`config.mk`:
```
export PLATFORM = sky130hd
export DESIGN_NAME = visibility_zero_run_decoder
export DESIGN_NICKNAME = d
export VERILOG_FILES = /design/src/rtl/vzr_pkg.sv /design/src/rtl/vzr_decode.sv /design/src/rtl/vzr_emit.sv /design/src/rtl/visibility_zero_run_decoder.sv
export SDC_FILE = /design/constraint.sdc
export NUM_CORES = 1
export LEC_CHECK = 0
export ABC_AREA = 1
export ABC_CLOCK_PERIOD_IN_PS = 4800
export BUFFER_PORTS_ARGS = -buffer_cell sky130_fd_sc_hd__buf_4
export CORE_UTILIZATION = 47
export DETAILED_ROUTE_END_ITERATION = 8
export MAX_ROUTING_LAYER = met4
export PLACE_DENSITY = 0.76
export SETUP_SLACK_MARGIN = 0.3
export SLEW_MARGIN = 30
export SYNTH_ARGS = -nofsm -noshare
export SYNTH_HDL_FRONTEND = slang
export SYNTH_SLANG_ARGS = --single-unit
```
`constraint.sdc`:
```
create_clock -name clk -period 4.8 [get_ports clk]
set_input_delay 0.72 -clock clk [delete_from_list [all_inputs] [get_ports clk]]
set_output_delay 0.72 -clock clk [all_outputs]
set_load 0.03 [all_outputs]
```
`src/rtl/vzr_pkg.sv`:
```
// ----------------------------------------------------------------------------
// Visibility zero-run decoder package
// Shared widths, constants and the decode-to-emit job record.
// ----------------------------------------------------------------------------
package vzr_pkg;

	localparam int unsigned CNT_W         = 14;
	localparam int unsigned CMP_W         = CNT_W + 1;
	localparam int unsigned BYTE_W        = 8;
	localparam int unsigned BIT_SEL_W     = 3;
	localparam int unsigned SKIP_SHIFT    = 3;
	localparam int unsigned DEF_MAX_LEAVES = 8192;

	localparam logic [CNT_W-1:0] CNT_START = CNT_W'(1);
	localparam logic [CNT_W-1:0] CNT_MAX   = {CNT_W{1'b1}};
	localparam logic [CNT_W-1:0] LEAF_COUNT_RESET = CNT_W'(1);

	typedef struct packed {
		logic [BYTE_W-1:0] mask;
		logic [CNT_W-1:0]  base;
		logic              row_done;
	} job_t;

endpackage

```
`src/rtl/vzr_decode.sv`:
```
// ----------------------------------------------------------------------------
// Visibility zero-run decoder: byte decode
// Holds the leaf counter, the count-byte flag and the leaf count register,
// and turns each accepted word into a job for the emitter.
// ----------------------------------------------------------------------------
module vzr_decode #(
	parameter int unsigned MAX_LEAVES = vzr_pkg::DEF_MAX_LEAVES
) (
	input  logic                        clk,
	input  logic                        arst_n,
	input  logic                        cfg_we,
	input  logic [vzr_pkg::CNT_W-1:0]   cfg_wdata,
	input  logic                        accept,
	input  logic                        row_start,
	input  logic [vzr_pkg::BYTE_W-1:0]  vis_byte,
	output vzr_pkg::job_t               job
);

	localparam logic [vzr_pkg::CMP_W-1:0] MAX_LIM = vzr_pkg::CMP_W'(MAX_LEAVES);

	logic [vzr_pkg::CNT_W-1:0] leaf_count_q;
	logic [vzr_pkg::CNT_W-1:0] counter_q;
	logic                      expect_q;

	logic [vzr_pkg::CMP_W-1:0] lc_ext;
	logic [vzr_pkg::CMP_W-1:0] limit;
	logic [vzr_pkg::CNT_W-1:0] cnt0;
	logic                      exp0;
	logic [vzr_pkg::CMP_W-1:0] add_val;
	logic [vzr_pkg::CMP_W-1:0] sum;
	logic [vzr_pkg::CNT_W-1:0] sum_sat;
	logic [vzr_pkg::CNT_W-1:0] cnt_next;
	logic                      exp_next;
	logic [vzr_pkg::BYTE_W-1:0] mask;

	always_comb begin
		lc_ext = {1'b0, leaf_count_q};
		limit  = (lc_ext > MAX_LIM) ? MAX_LIM : lc_ext;
		cnt0   = row_start ? vzr_pkg::CNT_START : counter_q;
		exp0   = row_start ? 1'b0 : expect_q;
		if (exp0) begin
			add_val = vzr_pkg::CMP_W'(vis_byte) << vzr_pkg::SKIP_SHIFT;
		end else begin
			add_val = vzr_pkg::CMP_W'(vzr_pkg::BYTE_W);
		end
		sum     = {1'b0, cnt0} + add_val;
		sum_sat = sum[vzr_pkg::CMP_W-1] ? vzr_pkg::CNT_MAX : sum[vzr_pkg::CNT_W-1:0];
		cnt_next = cnt0;
		exp_next = 1'b0;
		mask     = '0;
		priority if (exp0) begin
			cnt_next = sum_sat;
		end else if ({1'b0, cnt0} >= limit) begin
			cnt_next = cnt0;
		end else if (vis_byte == '0) begin
			exp_next = 1'b1;
		end else begin
			cnt_next = sum_sat;
			mask     = vis_byte;
		end
		job.mask     = mask;
		job.base     = cnt0;
		job.row_done = ({1'b0, cnt_next} >= limit);
	end

	always_ff @(posedge clk or negedge arst_n) begin
		if (!arst_n) begin
			leaf_count_q <= vzr_pkg::LEAF_COUNT_RESET;
		end else if (cfg_we) begin
			leaf_count_q <= cfg_wdata;
		end
	end

	always_ff @(posedge clk or negedge arst_n) begin
		if (!arst_n) begin
			counter_q <= vzr_pkg::CNT_START;
			expect_q  <= 1'b0;
		end else if (accept) begin
			counter_q <= cnt_next;
			expect_q  <= exp_next;
		end
	end

endmodule

```
`src/rtl/vzr_emit.sv`:
```
// ----------------------------------------------------------------------------
// Visibility zero-run decoder: result emitter
// Registers one job and walks its set bits, one result word per cycle while the
// output is not held by out_ready, into the output register.
// ----------------------------------------------------------------------------
module vzr_emit (
	input  logic                       clk,
	input  logic                       arst_n,
	input  logic                       in_valid,
	output logic                       in_ready,
	input  vzr_pkg::job_t              job_in,
	output logic                       out_valid,
	input  logic                       out_ready,
	output logic                       out_leaf_valid,
	output logic [vzr_pkg::CNT_W-1:0]  out_leaf_index,
	output logic                       out_last,
	output logic                       out_row_done
);

	vzr_pkg::job_t job_q;
	logic          job_valid_q;

	logic                          out_free;
	logic                          load;
	logic                          consumed;
	logic [vzr_pkg::BIT_SEL_W-1:0] pos;
	logic [vzr_pkg::BYTE_W-1:0]    rest;
	logic [vzr_pkg::CMP_W-1:0]     idx_sum;
	logic [vzr_pkg::CNT_W-1:0]     idx_sat;
	logic                          sel_valid;
	logic                          sel_last;

	always_comb begin
		pos = '0;
		for (int i = vzr_pkg::BYTE_W - 1; i >= 0; i--) begin
			if (job_q.mask[i]) begin
				pos = vzr_pkg::BIT_SEL_W'(i);
			end
		end
		rest      = job_q.mask & (job_q.mask - vzr_pkg::BYTE_W'(1));
		sel_valid = (job_q.mask != '0);
		sel_last  = (rest == '0);
		idx_sum   = {1'b0, job_q.base} + vzr_pkg::CMP_W'(pos);
		idx_sat   = idx_sum[vzr_pkg::CMP_W-1] ? vzr_pkg::CNT_MAX
		                                      : idx_sum[vzr_pkg::CNT_W-1:0];
		out_free  = !out_valid || out_ready;
		load      = out_free && job_valid_q;
		consumed  = load && sel_last;
		in_ready  = !job_valid_q || consumed;
	end

	always_ff @(posedge clk or negedge arst_n) begin
		if (!arst_n) begin
			job_valid_q <= 1'b0;
		end else if (in_valid && in_ready) begin
			job_valid_q <= 1'b1;
		end else if (consumed) begin
			job_valid_q <= 1'b0;
		end
	end

	always_ff @(posedge clk) begin
		if (in_valid && in_ready) begin
			job_q <= job_in;
		end else if (load) begin
			job_q.mask <= rest;
		end
	end

	always_ff @(posedge clk or negedge arst_n) begin
		if (!arst_n) begin
			out_valid <= 1'b0;
		end else if (out_free) begin
			out_valid <= job_valid_q;
		end
	end

	always_ff @(posedge clk) begin
		if (load) begin
			out_leaf_valid <= sel_valid;
			out_leaf_index <= sel_valid ? idx_sat : '0;
			out_last       <= sel_last;
			out_row_done   <= job_q.row_done;
		end
	end

	a_empty_ready: assert property (@(posedge clk) disable iff (!arst_n)
		!job_valid_q |-> in_ready)
		else $error("emitter refuses a word while holding no job");

	a_more_after: assert property (@(posedge clk) disable iff (!arst_n)
		(load && !sel_last) |=> job_valid_q)
		else $error("job dropped before its last result");

	a_blank_last: assert property (@(posedge clk) disable iff (!arst_n)
		(out_valid && !out_leaf_valid) |-> (out_last && out_leaf_index == '0))
		else $error("result without a leaf is not a lone last word");

	a_index_nonzero: assert property (@(posedge clk) disable iff (!arst_n)
		(out_valid && out_leaf_valid) |-> (out_leaf_index != '0))
		else $error("visible leaf index zero");

endmodule

```
`src/rtl/visibility_zero_run_decoder.sv`:
```
// ----------------------------------------------------------------------------
// Visibility zero-run row decoder
// An accepted word's job is registered in the emitter; its first result then goes to the output register.
// One result word per cycle while m_axis_tready does not hold the output; a byte yields one word per leaf, else one.
// The emitter walking the set bits of a byte sets that rate; new bytes follow back to back.
// Reset is asynchronous: counter 1, no count pending, leaf count 1, both stages empty.
// ----------------------------------------------------------------------------
module visibility_zero_run_decoder #(
	parameter int unsigned MAX_LEAVES = vzr_pkg::DEF_MAX_LEAVES
) (
	input  logic                       clk,
	input  logic                       arst_n,
	input  logic                       cfg_we,
	input  logic [vzr_pkg::CNT_W-1:0]  cfg_wdata,
	input  logic                       s_axis_tvalid,
	output logic                       s_axis_tready,
	input  logic [7:0]                 s_axis_tdata,  // [7:0] vis_byte
	input  logic                       s_axis_tuser,  // [0] row_start
	output logic                       m_axis_tvalid,
	input  logic                       m_axis_tready,
	output logic [15:0]                m_axis_tdata,  // [13:0] leaf_index, [15:14] zero
	output logic [1:0]                 m_axis_tuser,  // [0] leaf_valid, [1] row_done
	output logic                       m_axis_tlast
);

	vzr_pkg::job_t             job;
	logic                      accept;
	logic                      leaf_valid;
	logic [vzr_pkg::CNT_W-1:0] leaf_index;
	logic                      row_done;

	assign accept = s_axis_tvalid && s_axis_tready;

	vzr_decode #(
		.MAX_LEAVES (MAX_LEAVES)
	) u_decode (
		.clk       (clk),
		.arst_n    (arst_n),
		.cfg_we    (cfg_we),
		.cfg_wdata (cfg_wdata),
		.accept    (accept),
		.row_start (s_axis_tuser),
		.vis_byte  (s_axis_tdata),
		.job       (job)
	);

	vzr_emit u_emit (
		.clk            (clk),
		.arst_n         (arst_n),
		.in_valid       (s_axis_tvalid),
		.in_ready       (s_axis_tready),
		.job_in         (job),
		.out_valid      (m_axis_tvalid),
		.out_ready      (m_axis_tready),
		.out_leaf_valid (leaf_valid),
		.out_leaf_index (leaf_index),
		.out_last       (m_axis_tlast),
		.out_row_done   (row_done)
	);

	assign m_axis_tdata = {2'b00, leaf_index};
	assign m_axis_tuser = {row_done, leaf_valid};

endmodule

```
==> results of run 1 <==
-- Yosys cell counts (4+ instances only) --
cell,n
ha_1,39
nand2_1,161
nand4_1,13
o21ai_1,10
nor3_1,11
nor4_1,4
buf_4,4
o21ai_0,28
dfrtp_1,29
buf_2,5
clkbuf_1,5
xor2_1,9
nor2_1,43
nand3_1,34
inv_1,95
a21oi_1,30
nor2_2,4
edfxtp_1,40
mux2_2,5
-- critical path, stage by stage, from the launching register on --
cell     delay [ns]
dfrtp_1        0.39
inv_1          0.07
nand2_1        0.06
nor4_2         0.26
a21oi_1        0.17
inv_2          0.17
buf_4          0.14
nand2_1        0.08
ha_1           0.30
nand2_1        0.07
nor2_1         0.10
nand2_1        0.07
nand2_1        0.11
nand2_1        0.09
nand4_1        0.08
buf_4          0.21
nand2_4        0.13
nand2_2        0.13
nand2_1        0.09
ha_1           0.30
a21oi_1        0.12
o21ai_0        0.09
a21oi_1        0.12
o21ai_0        0.09
nand2_1        0.06
nand2_1        0.06
nand3_1        0.07
nand3_1        0.06
-- cell type report --
type | count | share of cell area
Tap cell | 133 | 0.0302
Clock buffer | 9 | 0.0225
Inverter | 97 | 0.0661
Multi-Input combinational cell | 423 | 0.434
Timing Repair Buffer | 57 | 0.0777
Clock inverter | 7 | 0.00999
Sequential cell | 71 | 0.359
-- kinds of logic after synthesis --
| group | count (synthesis) |
|---|---|
| AND/OR/NAND/NOR | 284 |
| XOR/XNOR | 12 |
| AO/OA/AOI/OAI | 79 |
| flip-flops | 71 |
| adder cells (fa/ha/maj) | 41 |
| buffers and inverters | 114 |
| multiplexers | 5 |
| other | 1 |
-- per-stage QoR --
stage / hold WS, ns / util / area [um2]
3_5_place_dp: 0.470 / 0.537 / 5300
6_report: 0.299 / 0.559 / 5510
5_1_grt: 0.307 / 0.559 / 5510
3_3_place_gp: 0.469 / 0.537 / 5300
4_1_cts: 0.299 / 0.555 / 5480
2_1_floorplan: 0.400 / - / 4830
-- worst min path at each step --
stage                                       from                         to  slack [ns]  cells past startpoint
after floorplan                  u_emit.job_q[0]        u_emit.out_row_done        0.40                      0
after global placement    u_decode.counter_q[11]     u_decode.counter_q[11]        0.47                      2
after detailed placement         u_emit.job_q[0]        u_emit.out_row_done        0.47                      0
after CTS                                 arst_n  u_decode.leaf_count_q[12]        0.30                      1
after global routing                      arst_n  u_decode.leaf_count_q[13]        0.31                      1
final                                     arst_n  u_decode.leaf_count_q[11]        0.30                      1
-- flip-flops by register name, summed over array words and instances, names as in the netlist --
register,flops
u_emit.out_valid,1
u_emit.job_valid_q,1
u_emit.out_leaf_valid,1
u_decode.expect_q,1
u_emit.out_leaf_index,14
u_emit.out_row_done,1
u_emit.out_last,1
u_emit.job_q,23
u_decode.counter_q,14
u_decode.leaf_count_q,14
-- power groups by stage --
| stage | combinational, uW | clock, uW | sequential (uW) |
|---|---|---|---|
| 2_1_floorplan | 573 | 0 | 830 |
| 3_3_place_gp | 804 | 0 | 807 |
| 3_5_place_dp | 832 | 0 | 809 |
| 4_1_cts | 838 | 453 | 796 |
| 5_1_grt | 976 | 476 | 809 |
| 6_report | 853 | 437 | 797 |
-- layer usage --
layer | wire [um] | vias to the layer above | share of wire | GRT usage
met4 | 397 | 0 | 0.037 | 0.114
met1 | 4530 | 1873 | 0.42 | 0.263
li1 | - | 2077 | - | -
met2 | 5170 | 139 | 0.48 | 0.387
met5 | 0 | - | 0 | -
met3 | 586 | 32 | 0.055 | 0.0517
-- repair_timing --
action | in CTS | in global routing
setup endpoints to repair | 0 | 1
buffers inserted | 0 | 2
resized for setup | 0 | 5
==> metrics.log, run 1 <==
INFO  metric cells_after_dpl = 779
INFO  metric synth_area_leaders = edfxtp_1 25%, dfrtp_1 15%, nand2_1 13%, ha_1 10%, inv_1 7.4%
INFO  metric rows = 36
INFO  metric postSynth.asyncResetShare = 0.437
INFO  metric path_max_fanout = 13
INFO  metric synth.top_cell.area_share = 0.249
INFO  metric layout.cells.most_common = nand2_1
INFO  metric ff_latch_area = 1980 um2
INFO  metric cap_viol_max_count = 0
INFO  metric synth_compound_gate_area_share = 0.0884
INFO  metric die_height = 103 um
INFO  metric timing.final.crit_period = 3.93 ns
INFO  metric dr.first_iter.drc_count = 268
INFO  metric drive_above_1_share = 0.154
INFO  metric clkTransAtPathRegs = 0.08 ns
INFO  metric grt_overflow = 0
INFO  metric cts_tree = yes
INFO  metric clock_sinks = 71
INFO  metric pwr-share-comb = 0.409
INFO  metric n_antenna_cell = 0
INFO  metric critical_path.startpoint_type = flop
INFO  metric unrepaired_setup_endpoints_after_global_routing = false
INFO  metric synthToLayoutAreaGrowth = 14.2%
INFO  metric postLayoutSetupSlackWorst = 0.865 ns
INFO  metric cts-htree-levels = 3
INFO  metric synth_area_in_xor_xnor = 0.0218
INFO  metric hold_viol_final = 0
INFO  metric clockBufferDepth = 2
INFO  metric gp_congestion = 0.983
INFO  metric postSynthCellCount = 607
INFO  metric post_synth.cell_area_avg = 7.95 um2
INFO  metric grt_util_all_layers = 0.232
INFO  metric final_cell_count_no_fill = 797
INFO  metric yosysWarningCount = 0
INFO  metric clockPowerShare = 0.210
INFO  metric nets = 728
INFO  metric min_path_type = in -> async
INFO  metric clock-skew-final = 0.0158 ns
INFO  metric cp-endpoint = u_emit.job_q[0]
INFO  metric synth_top_family_by_area = simple AND/OR/NAND/NOR gates
INFO  metric die_width = ~100 um
INFO  metric vias = about 4100
INFO  metric floorplan.initialDensity = 0.489
INFO  metric synth_edf_count = 40
INFO  metric drt.antenna.violating_nets = 0
INFO  metric maxSlewHeadroom = 0.505
INFO  metric crit-reg2reg-launch = u_decode.leaf_count_q[1]
INFO  metric grt_start_max_net_pins = 53
INFO  metric required_time_of_the_critical_path = between 4 and 5 ns
INFO  metric count_of_hold_buffers_inserted_by_post_cts_repair = 0
INFO  metric route.detailed.drc = 0
INFO  metric dr.pass1.iters = 5
INFO  metric max_slew.worst_pin.slew = 0.741 ns
INFO  metric floorplan.core_area = 9860 um2
INFO  metric postSynth.topFlopCell = edfxtp_1
INFO  metric first_pass_grt_wire_length = 18.0 mm
INFO  metric status = complete, no violations
INFO  metric worst-endpoint-arrival = 4.04 ns
INFO  metric final_max_slew_viol_count = 0
INFO  metric io_buffers = between 40 and 50
INFO  metric vdd_drop_max = 0.172 mV
INFO  metric swShare = 0.398
INFO  metric fp.dieArea = 10700 um2
INFO  metric power.switching = around 830 uW
INFO  metric r2r-end = u_emit.job_q[0]
INFO  metric routed_via_density = 5.17
INFO  metric synthSimpleGateAreaFrac = 0.258
INFO  metric pre_cts_ws = 0.405 ns
INFO  metric leakagePower = 0.00275 uW
INFO  metric multi_input_area = 2390 um2
INFO  metric tns = 0 ns
INFO  metric dp_hpwl = between 8 and 9 mm
INFO  metric clock.fmax = 254 MHz
INFO  metric total_of_fill_cells_in_the_finished_design = 873
INFO  metric p_int = 1260 uW
INFO  metric synth-adder-area-share = 0.109
INFO  metric yosysUniqueCellTypes = 45
INFO  metric synthMuxAreaShare = 0.0117
INFO  metric synth-seq-area-share = 0.410
INFO  metric p_total = roughly 2100 uW
INFO  metric yosys_register_bits = 71
INFO  metric r2r_setup_slack = 0.87 ns
INFO  metric grt_pass1_vias = around 4000
INFO  metric drt-total-wl = 10.7 mm
INFO  metric insertion_delay = 0.36 ns
INFO  metric r2r_cells = 27
INFO  metric fin_crit_sh = 0.820
INFO  metric synth.largest_area_cell = edfxtp_1
INFO  metric synthesized_cell_area = between 4000 and 5000 um2
INFO  metric layout_common_cells = 159 x nand2_1, 94 x inv_1, 57 x buf_4, 43 x nor2_1, 40 x edfxtp_1
INFO  metric clock_tree.root_cell = clkbuf_8
INFO  metric wire_per_inst = ~13 um
INFO  metric power_per_cell_area = 379 nW/um2
INFO  metric timing.critical_path.to_type = flop
INFO  metric final-setup-viol-count = 0
INFO  metric crit_start = u_decode.leaf_count_q[1]
INFO  metric kind_of_critical_path = reg -> reg
INFO  metric io_pins = 49
INFO  metric seqPwrFrac = 0.382
INFO  metric antenna_found_initial = 0
INFO  metric cts_bufs_inserted = 9
Power figures use the tool's default switching activity.
==> run 2, diff against run 1 <==
- ABC_CLOCK_PERIOD_IN_PS: 4800 -> 3920
- clock period: 4.8 -> 3.92 ns (I/O delays scaled with it)
==> metrics.log, run 2 (synthesis gave the netlist of run 1 again) <==
INFO  metric fin_crit_sh = 0.933 (was 0.820)
INFO  metric wl_met1 = 4.94 mm (was 4.53 mm)
INFO  metric route.detailed.drc = 0 (unchanged)
INFO  metric dr.pass1.iters = 5 (unchanged)
INFO  metric rows = 36 (unchanged)
INFO  metric dr.first_iter.drc_count = 305 (was 268)
INFO  metric drt.antenna.violating_nets = 0 (unchanged)
INFO  metric cts_tree = yes (unchanged)
INFO  metric grt_overflow = 0 (unchanged)
INFO  metric layout_common_cells = 147 x nand2_1, 91 x inv_1, 61 x buf_4, 42 x nor2_1, 40 x edfxtp_1 (was 159 x nand2_1, 94 x inv_1, 57 x buf_4, 43 x nor2_1, 40 x edfxtp_1)
INFO  metric routed_via_density = 5.26 (was 5.17)
INFO  metric grt_start_max_net_pins = 53 (unchanged)
INFO  metric drive_above_1_share = 0.219 (was 0.154)
INFO  metric cap_viol_max_count = 0 (unchanged)
INFO  metric first_pass_grt_wire_length = 18.0 mm (about the same)
INFO  metric dp_hpwl = 8.31 mm (was 8.46 mm)
INFO  metric clock_tree.root_cell = clkbuf_8 (unchanged)
INFO  metric insertion_delay = 0.36 ns (about the same)
INFO  metric worst-endpoint-arrival = 3.77 ns (was 4.04 ns)
INFO  metric met3_routed_wl = 531 um (was 586 um)
INFO  metric layout.cells.most_common = nand2_1 (unchanged)
INFO  metric kind_of_critical_path = reg -> reg (unchanged)
INFO  metric clock.fmax = 273 MHz (was 254 MHz)
INFO  metric drt-total-wl = 11.5 mm (was 10.7 mm)
INFO  metric die_width = 103 um (unchanged)
INFO  metric gp_congestion = 0.932 (was 0.983)
INFO  metric maxSlewHeadroom = 0.514 (was 0.505)
INFO  metric grt_util_all_layers = 0.231 (was 0.232)
INFO  metric min_path_type = in -> async (unchanged)
INFO  metric wire_per_inst = 14.4 um (was 13.4 um)
INFO  metric nets = 735 (was 728)
INFO  metric placed_cell_area = 5320 um2 (was 5300 um2)
INFO  metric hold_viol_final = 0 (unchanged)
INFO  metric multi_input_area = 2680 um2 (was 2390 um2)
INFO  metric cts-htree-levels = 3 (unchanged)
INFO  metric synthToLayoutAreaGrowth = 22.0% (was 14.2%)
INFO  metric vias = 4229 (was 4121)
INFO  metric total_of_fill_cells_in_the_finished_design = 851 (was 873)
INFO  metric required_time_of_the_critical_path = 4.04 ns (was 4.90 ns)
INFO  metric clock_sinks = 71 (unchanged)
INFO  metric clockBufferDepth = 2 (unchanged)
INFO  metric antenna_found_initial = 0 (unchanged)
INFO  metric clkTransAtPathRegs = 0.08 ns (about the same)
INFO  metric final-setup-viol-count = 0 (unchanged)
INFO  metric io_pins = 49 (unchanged)
INFO  metric tns = 0 ns (unchanged)
INFO  metric n_antenna_cell = 0 (unchanged)
INFO  metric largest_register_ff_count = 23 (unchanged)
INFO  metric floorplan.core_area = 9860 um2 (unchanged)
INFO  metric max_slew.worst_pin.slew = 0.726 ns (was 0.741 ns)
INFO  metric floorplan.initialDensity = 0.489 (unchanged)
INFO  metric io_buffers = 46 (unchanged)
INFO  metric status = complete, no violations (unchanged)
INFO  metric cts_bufs_inserted = 9 (unchanged)
INFO  metric leakagePower = 0.00283 uW (was 0.00275 uW)
INFO  metric vdd_drop_max = 0.256 mV (was 0.172 mV)
INFO  metric critical_path.startpoint_type = flop (unchanged)
INFO  metric final_max_slew_viol_count = 0 (unchanged)
INFO  metric die_height = 103 um (unchanged)
INFO  metric wl_met2 = 5.74 mm (was 5.17 mm)
INFO  metric path_max_fanout = 11 (was 13)
INFO  metric clock-skew-final = 0.00880 ns (was 0.0158 ns)
INFO  metric ff_latch_area = 1980 um2 (unchanged)
INFO  metric grt_pass1_vias = 4091 (was 3951)
INFO  metric timing.final.crit_period = 3.66 ns (was 3.93 ns)
INFO  metric unrepaired_setup_endpoints_after_global_routing = true (was false)
INFO  metric fp.dieArea = 10700 um2 (unchanged)
INFO  metric r2r_setup_slack = 0.26 ns (was 0.87 ns)
INFO  metric power_per_cell_area = 479 nW/um2 (was 379 nW/um2)
INFO  metric largest_register = u_emit.job_q (unchanged)
INFO  metric timing.critical_path.to_type = flop (unchanged)
INFO  metric maxUsedRoutingLayer = met4 (unchanged)
INFO  metric final_cell_area = 5890 um2 (was 5510 um2)
==> run 2: what timing repair did <==
action	in CTS	in global routing
gates cloned	1	0
gates resized for setup	8	54
buffers inserted	4	1
pin swaps	4	18
setup endpoints to repair	1	1
hold buffers	0	0
==> run 2: power by group <==
group          internal, uW  switching [uW]  total (uW)  leakage, uW
combinational           479             758        1240      0.00198
sequential              925            58.0         983     0.000761
clock                   299             304         603    0.0000973
total                  1700            1120        2820      0.00283
==> run 2: path summary, 6_finish.rpt <==
| kind | start | end | cells after the start |
|---|---|---|---|
| hold / removal | arst_n | u_decode.leaf_count_q[11] | 1 |
| min in group clk | cfg_wdata[8] | u_decode.leaf_count_q[8] | 3 |
| setup / recovery | u_decode.leaf_count_q[8] | u_emit.job_q[0] | 20 |
| hold reg to reg | u_emit.job_q[0] | u_emit.out_row_done | 0 |
| max in group asynchronous | arst_n | u_decode.counter_q[0] | 1 |
| setup reg to reg | u_decode.leaf_count_q[8] | u_emit.job_q[0] | 20 |
==> run 2: worst max-delay path, stage by stage, from the launching register on <==
cell and delay, ns:
dfrtp_1 0.42, inv_2 0.07, nand4_1 0.14, nor4_4 0.28
a21oi_2 0.13, buf_6 0.15, clkinv_8 0.08, nand2_4 0.07
ha_4 0.29, nand4_1 0.13, nor2_1 0.19, nand2_1 0.09
nand4_1 0.14, buf_4 0.21, nand3_1 0.10, nand2_1 0.19
ha_4 0.23, a21oi_2 0.14, o21ai_1 0.08, a211oi_2 0.18
nand3_1 0.09
==> run 2: layout make-up <==
type	count	share of cell area
Sequential cell	71	0.336
Inverter	97	0.0640
Tap cell	133	0.0283
Clock inverter	6	0.0117
Clock buffer	10	0.0217
Timing Repair Buffer	63	0.0816
Timing Repair inverter	1	0.00127
Multi-Input combinational cell	423	0.455
==> run 2: routing by layer <==
layer  GRT usage  vias up
li1            -     2098
met1       0.255     1962
met2       0.405      139
met3      0.0457       30
met4       0.104        0
met5           -        -
==> run 2: per-stage QoR <==
stage,setup WS (ns),utilization,hold WS (ns),total power [uW],std cells
3_3_place_gp,0.131,0.540,0.452,1990,782
3_5_place_dp,0.0795,0.540,0.442,2020,782
6_report,0.263,0.597,0.155,2820,804
5_1_grt,0.0445,0.597,0.185,3000,804
2_1_floorplan,0.420,-,0.292,1720,608
4_1_cts,0.301,0.566,0.158,2660,803
==> run 3, diff against run 2 <==
- SYNTH_HIERARCHICAL: not set -> 1
==> metrics.log, run 3 <==
INFO  metric globalRoute.busiestLayer = met2 (unchanged)
INFO  metric clock_tree.root_cell = clkbuf_8 (unchanged)
INFO  metric dr.pass1.iters = 5 (unchanged)
INFO  metric largest_register = u_emit/job_q (was u_emit.job_q)
INFO  metric final_cell_count_no_fill = 896 (was 804)
INFO  metric synth_compound_gate_area_share = 0.0690 (was 0.0884)
INFO  metric clock.fmax = 263 MHz (was 273 MHz)
INFO  metric dp_hpwl = 9.61 mm (was 8.31 mm)
INFO  metric n_antenna_cell = 0 (unchanged)
INFO  metric post_synth.cell_area_avg = 7.64 um2 (was 7.95 um2)
INFO  metric pre_cts_ws = -0.0846 ns (was 0.0795 ns)
INFO  metric layout_common_cells = 176 x nand2_1, 91 x buf_4, 78 x inv_1, 51 x nor2_1, 40 x edfxtp_1 (was 147 x nand2_1, 91 x inv_1, 61 x buf_4, 42 x nor2_1, 40 x edfxtp_1)
INFO  metric crit-reg2reg-launch = u_decode/leaf_count_q[9] (was u_decode.leaf_count_q[8])
INFO  metric leakagePower = 0.00330 uW (was 0.00283 uW)
INFO  metric status = complete, no violations (unchanged)
INFO  metric required_time_of_the_critical_path = 4.03 ns (was 4.04 ns)
INFO  metric timing.critical_path.to_type = flop (unchanged)
INFO  metric vdd_drop_max = 0.343 mV (was 0.256 mV)
INFO  metric gr-usage-met2 = 0.455 (was 0.405)
INFO  metric synthMostInstantiatedCell = nand2_1 (unchanged)
INFO  metric hold_viol_final = 0 (unchanged)
INFO  metric grt_util_all_layers = 0.253 (was 0.231)
INFO  metric vias = 4719 (was 4229)
INFO  metric yosys_register_bits = 71 (unchanged)
INFO  metric min_path_type = in -> async (unchanged)
INFO  metric clock-skew-final = 0.0140 ns (was 0.00880 ns)
INFO  metric grt.met3_usage = 0.0356 (was 0.0457)
INFO  metric grt_overflow = 0 (unchanged)
INFO  metric cap_viol_max_count = 0 (unchanged)
INFO  metric synthMuxAreaShare = 0.0114 (was 0.0117)
INFO  metric timing.final.crit_period = 3.80 ns (was 3.66 ns)
INFO  metric synth_area_leaders = edfxtp_1 24%, nand2_1 15%, dfrtp_1 15%, ha_1 9.9%, inv_1 6.4% (was edfxtp_1 25%, dfrtp_1 15%, nand2_1 13%, ha_1 10%, inv_1 7.4%)
INFO  metric clockBufferDepth = 2 (unchanged)
INFO  metric synthToLayoutAreaGrowth = 32.0% (was 22.0%)
INFO  metric cts_tree = yes (unchanged)
INFO  metric critical_path.startpoint_type = flop (unchanged)
INFO  metric floorplan.core_area = 10300 um2 (was 9860 um2)
INFO  metric fin_crit_sh = 0.969 (was 0.933)
INFO  metric power_per_cell_area = 554 nW/um2 (was 479 nW/um2)
INFO  metric die_height = 105 um (was 103 um)
INFO  metric worst-endpoint-arrival = 3.91 ns (was 3.77 ns)
INFO  metric drt-total-wl = 13.3 mm (was 11.5 mm)
INFO  metric unrepaired_setup_endpoints_after_global_routing = true (unchanged)
INFO  metric postSynthCellCount = 648 (was 607)
INFO  metric path_max_fanout = 7 (was 11)
INFO  metric drt.antenna.violating_nets = 0 (unchanged)
INFO  metric final-setup-viol-count = 0 (unchanged)
INFO  metric insertion_delay = 0.35 ns (was 0.36 ns)
INFO  metric largest_register_ff_count = 23 (unchanged)
INFO  metric first_pass_grt_wire_length = 21.3 mm (was 18.0 mm)
INFO  metric swShare = 0.425 (was 0.397)
INFO  metric synth.largest_area_cell = edfxtp_1 (unchanged)
INFO  metric dr.first_iter.drc_count = 359 (was 305)
INFO  metric r2r_cells = 26 (was 20)
INFO  metric kind_of_critical_path = reg -> reg (unchanged)
INFO  metric synthesized_cell_area = 4950 um2 (was 4820 um2)
INFO  metric gp_congestion = 0.955 (was 0.932)
INFO  metric clkTransAtPathRegs = 0.08 ns (about the same)
INFO  metric synthSimpleGateAreaFrac = 0.318 (was 0.258)
INFO  metric routed_via_density = 5.27 (was 5.26)
INFO  metric total_of_fill_cells_in_the_finished_design = 902 (was 851)
INFO  metric power.switching = 1540 uW (was 1120 uW)
INFO  metric postLayoutSetupSlackWorst = 0.122 ns (was 0.263 ns)
INFO  metric maxSlewHeadroom = 0.525 (was 0.514)
INFO  metric io_buffers = 46 (unchanged)
INFO  metric p_int = 2080 uW (was 1700 uW)
INFO  metric hold-worst-slack = 0.162 ns (was 0.155 ns)
INFO  metric cells_after_dpl = 834 (was 782)
INFO  metric grt_pass1_vias = 4589 (was 4091)
INFO  metric clockPowerShare = 0.166 (was 0.214)
INFO  metric grt_util_met1 = 0.276 (was 0.255)
INFO  metric synth.top_cell.area_share = 0.243 (was 0.249)
INFO  metric synth-seq-area-share = 0.400 (was 0.410)
INFO  metric wire_per_inst = 14.8 um (was 14.4 um)
INFO  metric pwr-share-comb = 0.507 (was 0.438)
INFO  metric final_max_slew_viol_count = 0 (unchanged)
INFO  metric cts-htree-levels = 3 (unchanged)
INFO  metric rows = 37 (was 36)
INFO  metric clock_sinks = 71 (unchanged)
INFO  metric final_cell_area = 6540 um2 (was 5890 um2)
INFO  metric floorplan.initialDensity = 0.482 (was 0.489)
INFO  metric max_slew.worst_pin.slew = 0.707 ns (was 0.726 ns)
INFO  metric placed_cell_area = 5530 um2 (was 5320 um2)
INFO  metric count_of_hold_buffers_inserted_by_post_cts_repair = 0 (unchanged)
INFO  metric seqPwrFrac = 0.326 (was 0.348)
INFO  metric yosysUniqueCellTypes = 41 (was 45)
INFO  metric die_width = 105 um (was 103 um)
INFO  metric antenna_found_initial = 0 (unchanged)
INFO  metric grt_start_max_net_pins = 32 (was 53)
INFO  metric io_pins = 49 (unchanged)
INFO  metric layout.cells.most_common = nand2_1 (unchanged)
INFO  metric route.detailed.drc = 0 (unchanged)
INFO  metric drive_above_1_share = 0.297 (was 0.219)
INFO  metric r2r_setup_slack = 0.12 ns (was 0.26 ns)
INFO  metric yosysWarningCount = 6 (was 0)
INFO  metric synth_top_family_by_area = simple AND/OR/NAND/NOR gates (unchanged)
INFO  metric p_total = 3620 uW (was 2820 uW)
INFO  metric fp.dieArea = 11000 um2 (was 10700 um2)
INFO  metric r2r-end = u_emit/job_q[0] (was u_emit.job_q[0])
INFO  metric postSynth.asyncResetShare = 0.437 (unchanged)
INFO  metric synth_edf_count = 40 (unchanged)
INFO  metric postSynth.topFlopCell = edfxtp_1 (unchanged)
INFO  metric cts_bufs_inserted = 9 (unchanged)
INFO  metric ys_top_cells_by_count = 201 x nand2_1, 84 x inv_1, 55 x nor2_1 (was 161 x nand2_1, 95 x inv_1, 43 x nor2_1)
INFO  metric nets = 824 (was 735)
INFO  metric synth-adder-area-share = 0.107 (was 0.109)
INFO  metric synth_area_in_xor_xnor = 0.0106 (was 0.0218)
==> run 3: per-layer routing <==
layer  wire, um  vias to the layer above  part of all wire
met5          0                        -                 0
met3        567                       46             0.043
met1       5290                     2192              0.40
met2       7020                      161              0.53
li1           -                     2320                 -
met4        403                        0             0.030
==> run 3: per-stage QoR <==
step / util / TNS (ns)
final: 0.636 / 0
after global routing: 0.636 / -0.205
after global placement: 0.538 / -0.0777
after CTS: 0.610 / 0
after floorplan: - / 0
after detailed placement: 0.538 / -0.0846
==> run 3: power by group through the flow <==
stage	logic [uW]	registers [uW]	clock network, uW
after floorplan	955	1290	0
after global placement	1470	1180	0
after detailed placement	1500	1190	0
after CTS	1670	1180	614
after global routing	2020	1200	645
final	1840	1180	602
==> run 3: cell type report <==
type | count | area (um2) | area share
repair inverters | 1 | 7.51 | 0.00115
inverters | 90 | 357 | 0.0545
flip-flops and latches | 71 | 1980 | 0.303
well taps | 136 | 170 | 0.0260
clock buffers | 9 | 124 | 0.0189
clock inverters | 7 | 77.6 | 0.0119
repair buffers | 108 | 875 | 0.134
multi-input cells | 474 | 2950 | 0.451
==> run 3: logic make-up (layout without fill, tap and decap cells) <==
kind of cell | Yosys count | in the layout
AO/OA/AOI/OAI | 63 | 63
multiplexers | 5 | 5
flip-flops | 71 | 71
AND/OR/NAND/NOR | 357 | 357
buffers and inverters | 104 | 215
other | 1 | 2
adder cells (fa/ha/maj) | 41 | 41
XOR/XNOR | 6 | 6
==> run 3: worst max path at each step <==
| stage | startpoint | endpoint | slack [ns] | cells after the start |
|---|---|---|---|---|
| 3_5_place_dp | u_decode/leaf_count_q[1] | u_emit/job_q[0] | -0.08 | 29 |
| 5_1_grt | u_decode/leaf_count_q[6] | u_emit/job_q[0] | -0.21 | 28 |
| 4_1_cts | u_decode/leaf_count_q[2] | u_emit/job_q[0] | 0.32 | 28 |
| 3_3_place_gp | u_decode/leaf_count_q[1] | u_emit/job_q[0] | -0.08 | 27 |
| 2_1_floorplan | u_decode/leaf_count_q[1] | u_emit/job_q[0] | 0.33 | 30 |
| 6_report | u_decode/leaf_count_q[9] | u_emit/job_q[0] | 0.12 | 26 |
==> run 3: what timing repair did <==
item                                    CTS  global route
endpoints found under the setup margin    1             2
cloned                                    1             0
pin swaps                                24            26
setup buffers                            37             8
hold endpoints to repair                  0             0
gates resized for setup                  56            52
==> run 3: critical path, stage by stage (launching register included) <==
cell      delay (ns)
dfrtp_1         0.40
inv_2           0.06
nand4_1         0.10
nor4_2          0.32
a21oi_2         0.13
buf_6           0.15
clkinv_8        0.09
nand2_8         0.06
ha_4            0.29
nand2_4         0.06
nor3_1          0.28
nand2_2         0.12
nand4_4         0.13
nand2_4         0.11
buf_4           0.15
buf_4           0.13
nand2_1         0.05
nand2_1         0.10
ha_1            0.32
nand3_1         0.08
nand2_1         0.05
nand2_1         0.06
nand2_1         0.07
nand2_1         0.06
nand2_1         0.04
nand2_1         0.07
nand3_1         0.06
